$ cat config.mk
export PLATFORM = sky130hd
export DESIGN_NAME = bba_ctrl
export DESIGN_NICKNAME = d
export VERILOG_FILES = /design/src/hdl/bba_pkg.sv /design/src/hdl/bba_ctrl.sv
export SDC_FILE = /design/constraint.sdc
export NUM_CORES = 1
export LEC_CHECK = 0
export BUFFER_PORTS_ARGS = -buffer_cell sky130_fd_sc_hd__buf_2
export CORE_AREA = 2 2 39 41
export CTS_BUF_LIST = sky130_fd_sc_hd__clkbuf_4
export DETAILED_ROUTE_END_ITERATION = 16
export DIE_AREA = 0 0 41 43
export PLACE_DENSITY = 0.74
export SETUP_SLACK_MARGIN = 0.15
export SYNTH_ARGS = -nofsm -noshare
export SYNTH_HDL_FRONTEND = slang
export SYNTH_SLANG_ARGS = --single-unit
export TNS_END_PERCENT = 50
$ cat constraint.sdc
create_clock -name clk -period 3.25 [get_ports clk]
set_input_delay 0.4875 -clock clk [delete_from_list [all_inputs] [get_ports clk]]
set_output_delay 0.4875 -clock clk [all_outputs]
set_load 0.02 [all_outputs]
$ cat src/hdl/bba_pkg.sv
// Shared types, constants and command codes of the buddy block allocator.
package bba_pkg;

	localparam int REGION_ORDER = 10;
	localparam int ADDR_W       = REGION_ORDER;
	localparam int BYTES_W      = REGION_ORDER + 1;
	localparam logic [BYTES_W-1:0] REGION_BYTES = BYTES_W'(1) << REGION_ORDER;
	localparam logic [ADDR_W-1:0]  LAST_ADDR    = '1;
	localparam logic [4:0] TOP_ORD = 5'(REGION_ORDER);

	typedef enum logic [0:0] {
		OP_ALLOC = 1'b0,
		OP_FREE  = 1'b1
	} op_t;

	typedef enum logic [1:0] {
		ST_OK      = 2'd0,
		ST_QUOTA   = 2'd1,
		ST_NOFIT   = 2'd2,
		ST_BADFREE = 2'd3
	} status_t;

	typedef struct packed {
		logic        opcode;
		logic [15:0] request_size;
		logic [9:0]  release_offset;
	} req_t;

	typedef struct packed {
		logic [9:0]  block_offset;
		logic [1:0]  status;
		logic [10:0] bytes_in_use;
	} rsp_t;

	typedef enum logic [3:0] {
		CMD_NONE,
		CMD_CLEAR,
		CMD_LOAD,
		CMD_READ_INC,
		CMD_RESTART,
		CMD_TAKE_EXACT,
		CMD_TAKE_SPLIT,
		CMD_NOFIT,
		CMD_QUOTA,
		CMD_SPLIT_WR,
		CMD_ALLOC_WR,
		CMD_READ,
		CMD_BADFREE,
		CMD_FREE_REL,
		CMD_READ_MATE,
		CMD_MERGE_ZERO
	} cmd_t;

	typedef struct packed {
		cmd_t cmd;
		logic merge_wr;
		logic emit;
	} dp_cmd_t;

	typedef struct packed {
		logic is_free;
		logic clr_done;
		logic quota_fail;
		logic rvalid;
		logic last;
		logic exact;
		logic larger;
		logic free_ok;
		logic mate_ok;
		logic split_more;
		logic top;
		logic out_free;
	} dp_stat_t;

	typedef enum logic [3:0] {
		S_CLR,
		S_IDLE,
		S_CHK,
		S_SCAN1,
		S_SCAN2,
		S_SPLIT,
		S_COMMIT,
		S_FRD,
		S_FCHK,
		S_MRD,
		S_MCHK,
		S_MWR,
		S_OUT
	} state_t;

	// smallest order whose block holds size bytes; size 0 gives order 0
	function automatic logic [4:0] order_of(input logic [15:0] size);
		logic [4:0] k;
		k = 5'd16;
		for (int j = 16; j >= 0; j--) begin
			if ((17'(1) << j) >= {1'b0, size}) k = 5'(j);
		end
		return k;
	endfunction

endpackage

$ cat src/hdl/bba_ctrl.sv
// Sequencing state machine of the buddy block allocator.
module bba_ctrl (
	input  logic              clk,
	input  logic              arst_n,
	input  logic              req_valid,
	output logic              req_ready,
	input  bba_pkg::dp_stat_t stat,
	output bba_pkg::dp_cmd_t  ctl
);
	import bba_pkg::*;

	state_t state_q, state_nx;

	always_ff @(posedge clk or negedge arst_n) begin
		if (!arst_n) state_q <= S_CLR;
		else state_q <= state_nx;
	end

	always_comb begin
		state_nx = state_q;
		case (state_q)
			S_CLR:    if (stat.clr_done) state_nx = S_IDLE;
			S_IDLE:   if (req_valid) state_nx = S_CHK;
			S_CHK: begin
				if (stat.is_free) state_nx = S_FRD;
				else if (stat.quota_fail) state_nx = S_OUT;
				else state_nx = S_SCAN1;
			end
			S_SCAN1: begin
				if (stat.rvalid && stat.exact) state_nx = S_COMMIT;
				else if (stat.rvalid && stat.last) state_nx = S_SCAN2;
			end
			S_SCAN2: begin
				if (stat.rvalid && stat.larger) state_nx = S_SPLIT;
				else if (stat.rvalid && stat.last) state_nx = S_OUT;
			end
			S_SPLIT:  if (!stat.split_more) state_nx = S_COMMIT;
			S_COMMIT: state_nx = S_OUT;
			S_FRD:    state_nx = S_FCHK;
			S_FCHK:   state_nx = stat.free_ok ? S_MRD : S_OUT;
			S_MRD:    state_nx = stat.top ? S_OUT : S_MCHK;
			S_MCHK:   state_nx = stat.mate_ok ? S_MWR : S_OUT;
			S_MWR:    state_nx = S_MRD;
			S_OUT:    if (stat.out_free) state_nx = S_IDLE;
			default:  state_nx = S_CLR;
		endcase
	end

	always_comb begin
		ctl = '{cmd: CMD_NONE, merge_wr: 1'b0, emit: 1'b0};
		req_ready = 1'b0;
		case (state_q)
			S_CLR: ctl.cmd = CMD_CLEAR;
			S_IDLE: begin
				req_ready = 1'b1;
				if (req_valid) ctl.cmd = CMD_LOAD;
			end
			S_CHK: begin
				if (!stat.is_free && stat.quota_fail) ctl.cmd = CMD_QUOTA;
			end
			S_SCAN1: begin
				if (stat.rvalid && stat.exact) ctl.cmd = CMD_TAKE_EXACT;
				else if (stat.rvalid && stat.last) ctl.cmd = CMD_RESTART;
				else ctl.cmd = CMD_READ_INC;
			end
			S_SCAN2: begin
				if (stat.rvalid && stat.larger) ctl.cmd = CMD_TAKE_SPLIT;
				else if (stat.rvalid && stat.last) ctl.cmd = CMD_NOFIT;
				else ctl.cmd = CMD_READ_INC;
			end
			S_SPLIT:  if (stat.split_more) ctl.cmd = CMD_SPLIT_WR;
			S_COMMIT: ctl.cmd = CMD_ALLOC_WR;
			S_FRD:    ctl.cmd = CMD_READ;
			S_FCHK:   ctl.cmd = stat.free_ok ? CMD_FREE_REL : CMD_BADFREE;
			S_MRD:    if (!stat.top) ctl.cmd = CMD_READ_MATE;
			S_MCHK:   if (stat.mate_ok) ctl.cmd = CMD_MERGE_ZERO;
			S_MWR:    ctl.merge_wr = 1'b1;
			S_OUT:    ctl.emit = stat.out_free;
			default:  ctl.cmd = CMD_NONE;
		endcase
	end

endmodule

==> impl_metrics.yaml, run 1 <==
synthesis:
  async_flop_share_pct: 100
  synth_nets: 98
  synth_cell_type_count: 43
  yosysWarnings: 0
  synth-edff-count: 0
  synth-seq-cells: 4
  synthFlopType: "dfrtp_1"
  synth_area_um2: 643
  synth.yosys.seq_area_share_pct: 15.6
  synthCells: 83
  syn_avg_cell_area_um2: 7.75
job:
  maxCapViolations: 0
sta:
  rsz0062_at_grt: "false"
  setup_tns_ps: 0
  hold_viol: 0
  post-route-period-util_pct: 74.5
  max_freq_mhz: 413
  finalMaxSlewViolations: 0
  setup_viol: 0
  tightest_slew_ps: 626
  max-slew-margin-rel_pct: 58.2
  fin_crit_ps: 2420
  hold_ws_ps: 49.4
  fin_skew_ps: 4.03
setup_path:
  endpoint_kind: "output port"
  regToRegSetupSlack_ps: 1350
  cp_slowest_stage_delay_ps: 720
  cp_num_buf_inv: 1
  path_delay_family: "flip-flops"
  start_kind: "register"
  crit_fanout: 23
  critical_path_required_ps: 2760
  arrival_ps: 1930
  critPathSlowestCell: "dfrtp_1"
  cp_cell_sequence: "nor3b_1, o21ai_0, a21oi_1, or3_1, buf_2"
  critical_path_class: "register to output port"
placed_design:
  place.gp.congestion: 0.843
  port_buffers: 21
  place_hpwl_um: 1150
hold_path:
  hold_path_class: "primary input to async pin"
drt:
  drt_wl_total_um: 1580
  wire_per_inst_um: 13.8
  vias_per_cell: 6.17
  postRouteAntennaNets: 0
  drc_errors: 0
  firstDrtPassIters: 4
  drt_iter0_markers: 33
  vias: 709
cts:
  clkLatencyLatePin_ps: 230
  numCtsBuffers: 3
  postCtsHoldBufs: 0
  cts.path.max_buffers: 2
  postCtsSetupRepairBufs: 0
  h-tree-depth: 1
  cts_tree: "built"
  clk_pin_slew_ps: 40
  cts_resized: 0
  cts.sinks: 4
  cts-root-buf: "clkbuf_4"
power:
  pwr-share-clk_pct: 8.7
  p_per_area_nw_per_um2: 941
  irDropWorstVdd_mv: 0.549
  leakage_nw: 0.316
  internal_power_w: 0.000329
  sw_frac_of_total_pct: 52.5
  p_switching_w: 0.000364
  combPwrFrac_pct: 63.2
  seqPwrFrac_pct: 28.1
global_route:
  grt_overflow: 0
  grt_usage_pct: 20.7
  grt_first_pass_wirelength_um: 2580
  grt_max_degree: 24
  antenna_found_initial: 0
  grt_pass1_vias: 617
floorplanning:
  ios: 22
  die_w_um: 41
  die_h_um: 43
  core_region_area_um2: 1380
  initial_core_util_pct: 46.5
  rows: 14
  die_area_um2: 1760
layout:
  largestRegisters: "state_q: 4 flops"
  final_nets: 116
  drive_above_1_share_pct: 31.3
  regMostFlops: "state_q"
  largest_register_ffs: 4
  diodes: 0
  area.growth.synth_to_final_pct: 14.6
outcome:
  outcome: "finished clean"
## cells in the mapped netlist, types with 3 or more instances
cell type / instances / area share, %
nor2_1: 3 / 1.8
nor3_1: 3 / 2.3
buf_2: 4 / 3.1
dfrtp_1: 4 / 16
nand3_1: 3 / 2.3
nor2b_1: 5 / 4.9
nand2b_1: 3 / 2.9
o21ai_0: 6 / 4.7
nand2_1: 7 / 4.1
## placed cells by master, fill, tap and decap left out, types with 2 or more instances in the layout
master	Yosys	final
nor3b_1	2	2
clkbuf_4	0	3
nor3_1	3	3
nor4b_1	2	2
nand3_1	3	3
dfrtp_1	4	4
nor2b_1	5	5
nand2b_1	3	3
o21ai_2	2	2
inv_1	2	2
mux2_2	2	2
a31oi_1	2	2
o21bai_1	2	2
buf_2	4	21
o31ai_1	2	2
a21o_1	2	2
nor2_1	3	3
nand2_1	7	7
nand3b_1	2	2
o21ai_0	6	6
## power groups by stage
stage	clock [W]	sequential [W]	combinational [W]
2_1_floorplan	0	0.0000919	0.000460
3_3_place_gp	0	0.000187	0.000434
3_5_place_dp	0	0.000189	0.000435
4_1_cts	0.0000625	0.000188	0.000438
5_1_grt	0.0000718	0.000204	0.000479
6_report	0.0000605	0.000195	0.000439
## routing by layer
metal	track usage [%]	wire, um
met1	30.0	761
met2	29.7	717
met3	6.28	88
met4	4.00	15
met5	0	0
## per-stage QoR
step	setup slack, ps	cells	instance area, um2	total power [W]	util (%)
after CTS	872	115	737	0.000689	53.3
after global placement	1130	112	714	0.000621	51.6
final	829	115	737	0.000694	53.3
after global routing	666	115	737	0.000755	53.3
after floorplan	1290	83	643	0.000552	-
after detailed placement	1130	112	714	0.000624	51.6
## worst paths after layout
check                           startpoint         end  depth (start not counted)
worst max-delay path            state_q[0]      ctl[5]                          5
worst min-delay path                arst_n  state_q[3]                          1
worst max register to register  state_q[1]  state_q[0]                          4
worst min register to register  state_q[3]  state_q[3]                          2
max in group asynchronous           arst_n  state_q[0]                          1
min in group clk                   stat[0]  state_q[3]                          4
## cell type report
type / instances / area, um2
Clock buffer: 3 / 22.5
Tap cell: 16 / 20.0
Inverter: 2 / 7.51
Timing Repair Buffer: 21 / 105
Multi-Input combinational cell: 69 / 482
Fill cell: 139 / 647
Sequential cell: 4 / 100
## cells by family after synthesis
kind of cell           after synthesis  synth area share, %
flip-flops                           4                 15.6
buffers and inverters               10                 9.53
AND/OR/NAND/NOR                     39                 37.7
multiplexers                         2                 3.50
AO/OA/AOI/OAI                       28                 33.7
Note: power is estimated with default switching activity, not from simulation.
==> run 2, diff against run 1 <==
- ABC_AREA: not set -> 1
- CORE_AREA: 2 2 39 41 -> not set
- CORE_MARGIN: not set -> 2
- CORE_UTILIZATION: not set -> 46
- DIE_AREA: 0 0 41 43 -> not set
- clock period: 3.25 -> 2.2 ns (I/O delays scaled with it)
==> run 2 against run 1 <==
Routed wire length grew 13%; critical endpoint is now ctl[3]; register-to-register slack lost 540 ps; setup slack lost 580 ps; highest routed layer unchanged.
==> impl_metrics.yaml, run 2 <==
setup_path:
  critPathSlowestCell: "dfrtp_2"
  cp_num_buf_inv: 2
  critical_path_class: "register to output port"
  arrival_ps: 1620
  critical_path_required_ps: 1870
  crit_fanout: 6
  start_kind: "register"
  endpoint_kind: "output port"
  cp_slowest_stage_delay_ps: 460
  path_delay_family: "simple AND/OR/NAND/NOR gates"
  cp_cell_sequence: "nor2_2, nand3_1, nand2_1, inv_1, o2111ai_1, buf_2"
cts:
  clkLatencyLatePin_ps: 240
  cts.sinks: 4
  postCtsSetupRepairBufs: 0
  cts.path.max_buffers: 2
  cts-root-buf: "clkbuf_4"
  h-tree-depth: 1
  numCtsBuffers: 3
  clk_pin_slew_ps: 40
  cts_tree: "built"
sta:
  hold_ws_ps: 395
  rsz0062_at_grt: "false"
  fin_crit_ps: 1950
  setup_viol: 0
  post-route-period-util_pct: 88.5
  max_freq_mhz: 514
  fin_skew_ps: 11.2
  tightest_slew_ps: 331
  finalMaxSlewViolations: 0
  max-slew-margin-rel_pct: 78.0
  hold_viol: 0
  setup_tns_ps: 0
power:
  p_switching_w: 0.000597
  seqPwrFrac_pct: 18.0
  sw_frac_of_total_pct: 58.9
  combPwrFrac_pct: 72.7
  leakage_nw: 0.488
  internal_power_w: 0.000416
  p_per_area_nw_per_um2: 1280
  pwr-share-clk_pct: 9.3
  irDropWorstVdd_mv: 0.555
  power_w: 0.00101
drt:
  drt_wl_total_um: 1790
  vias: 819
  firstDrtPassIters: 4
  vias_per_cell: 5.15
  wire_per_inst_um: 11.2
  drc_errors: 0
  drt_iter0_markers: 18
  postRouteAntennaNets: 0
floorplanning:
  die_h_um: 41.1
  die_w_um: 41.1
  initial_core_util_pct: 48.7
  core_region_area_um2: 1300
  ios: 22
  rows: 13
  die_area_um2: 1690
layout:
  area.growth.synth_to_final_pct: 25.1
  largestRegisters: "state_q: 4 flops"
  layout.cells.non_filler: 159
  final_common_cell: "nand2_1"
  largest_register_ffs: 4
  drive_above_1_share_pct: 29.9
  final_cell_mix: "nand2_1 (40), buf_2 (21), nor2_1 (20)"
  regMostFlops: "state_q"
  final_nets: 161
  diodes: 0
placed_design:
  port_buffers: 21
  place.gp.congestion: 0.933
  placedCellCount: 155
  place_hpwl_um: 1550
global_route:
  grt_max_degree: 10
  antenna_found_initial: 0
  grt_overflow: 0
  grt_first_pass_wirelength_um: 2680
  grt_pass1_vias: 657
  grt_usage_pct: 24.8
synthesis:
  synthCells: 120
  syn_avg_cell_area_um2: 5.28
  synthFlopType: "dfrtp_1"
  synth-edff-count: 0
  synthTopCellsByCount: "nand2_1 (40), nor2_1 (20), inv_1 (17)"
  synth_top_area_share_pct: 23.7
  synthTopCellsByArea: "nand2_1 (24%), dfrtp_1 (16%), nor2_1 (12%)"
  synth_area_um2: 633
  synth_area_leader_cell: "nand2_1"
  synth.most_common_cell: "nand2_1"
  async_flop_share_pct: 100
  synth_nets: 135
  yosysWarnings: 0
  synth.yosys.seq_area_share_pct: 15.8
  synth_cell_type_count: 19
  synth-seq-cells: 4
outcome:
  outcome: "finished clean"
hold_path:
  hold_path_class: "primary input to register"
job:
  maxCapViolations: 0
run 2: changes by cell type after synthesis, sizes merged, moves of 3 or more:
cell | before | now
buf | 7 | 1
nand2b | 3 | 0
nor2b | 5 | 0
nand2 | 7 | 43
nand3 | 3 | 12
nor2 | 3 | 28
inv | 2 | 19
nand4 | 0 | 3
o21ai | 8 | 5
run 2: power by group through the flow:
| stage | clock network [W] | registers [W] | logic [W] |
|---|---|---|---|
| 2_1_floorplan | 0 | 0.000146 | 0.000569 |
| 3_3_place_gp | 0 | 0.000171 | 0.000726 |
| 3_5_place_dp | 0 | 0.000175 | 0.000728 |
| 4_1_cts | 0.0000951 | 0.000174 | 0.000732 |
| 5_1_grt | 0.000107 | 0.000185 | 0.000814 |
| 6_report | 0.0000944 | 0.000182 | 0.000736 |
run 2: kinds of logic after synthesis:
family	share of synthesized area (%)
compound gates	6.92
buf+inv	12.1
flops	15.8
simple gates	65.2
run 2: final timing paths:
path                                  from         end  slack [ps]  cells after the start
worst max-delay path            state_q[2]      ctl[3]         250                      6
worst min-delay path               stat[0]  state_q[3]         390                      4
worst max register to register  state_q[0]  state_q[3]         810                      9
worst min register to register  state_q[2]  state_q[2]         600                      2
max in group asynchronous           arst_n  state_q[3]        1630                      2
min in group asynchronous           arst_n  state_q[0]         420                      2
run 2: worst min-delay path: cells and delay by family:
kind	cells	cell delay [ps]
simple gates	2	150
buf+inv	2	110
run 2: repair_timing:
item,4_1_cts,5_1_grt
endpoints found under the setup margin,0,4
resized for setup,0,4
hold buffers,1,0
endpoints found under the hold margin,4,0
run 2: metal layers:
metal,share of wire (%),GRT usage (%)
met3,4.8,4.89
met1,44,30.5
met4,1.2,10.5
met5,0,0
met2,50,41.4
run 2: final cells by class:
type,count,area (um2)
fillers,142,509
multi-input cells,96,462
repair buffers,22,115
flip-flops and latches,4,103
inverters,19,71.3
clock buffers,3,22.5
well taps,15,18.8
run 2: through the flow:
stage / util (%) / setup slack [ps] / area (um2)
2_1_floorplan: - / 729 / 633
3_3_place_gp: 57.8 / 452 / 752
3_5_place_dp: 57.8 / 452 / 752
4_1_cts: 60.3 / 204 / 785
5_1_grt: 60.9 / 155 / 792
6_report: 60.9 / 253 / 792
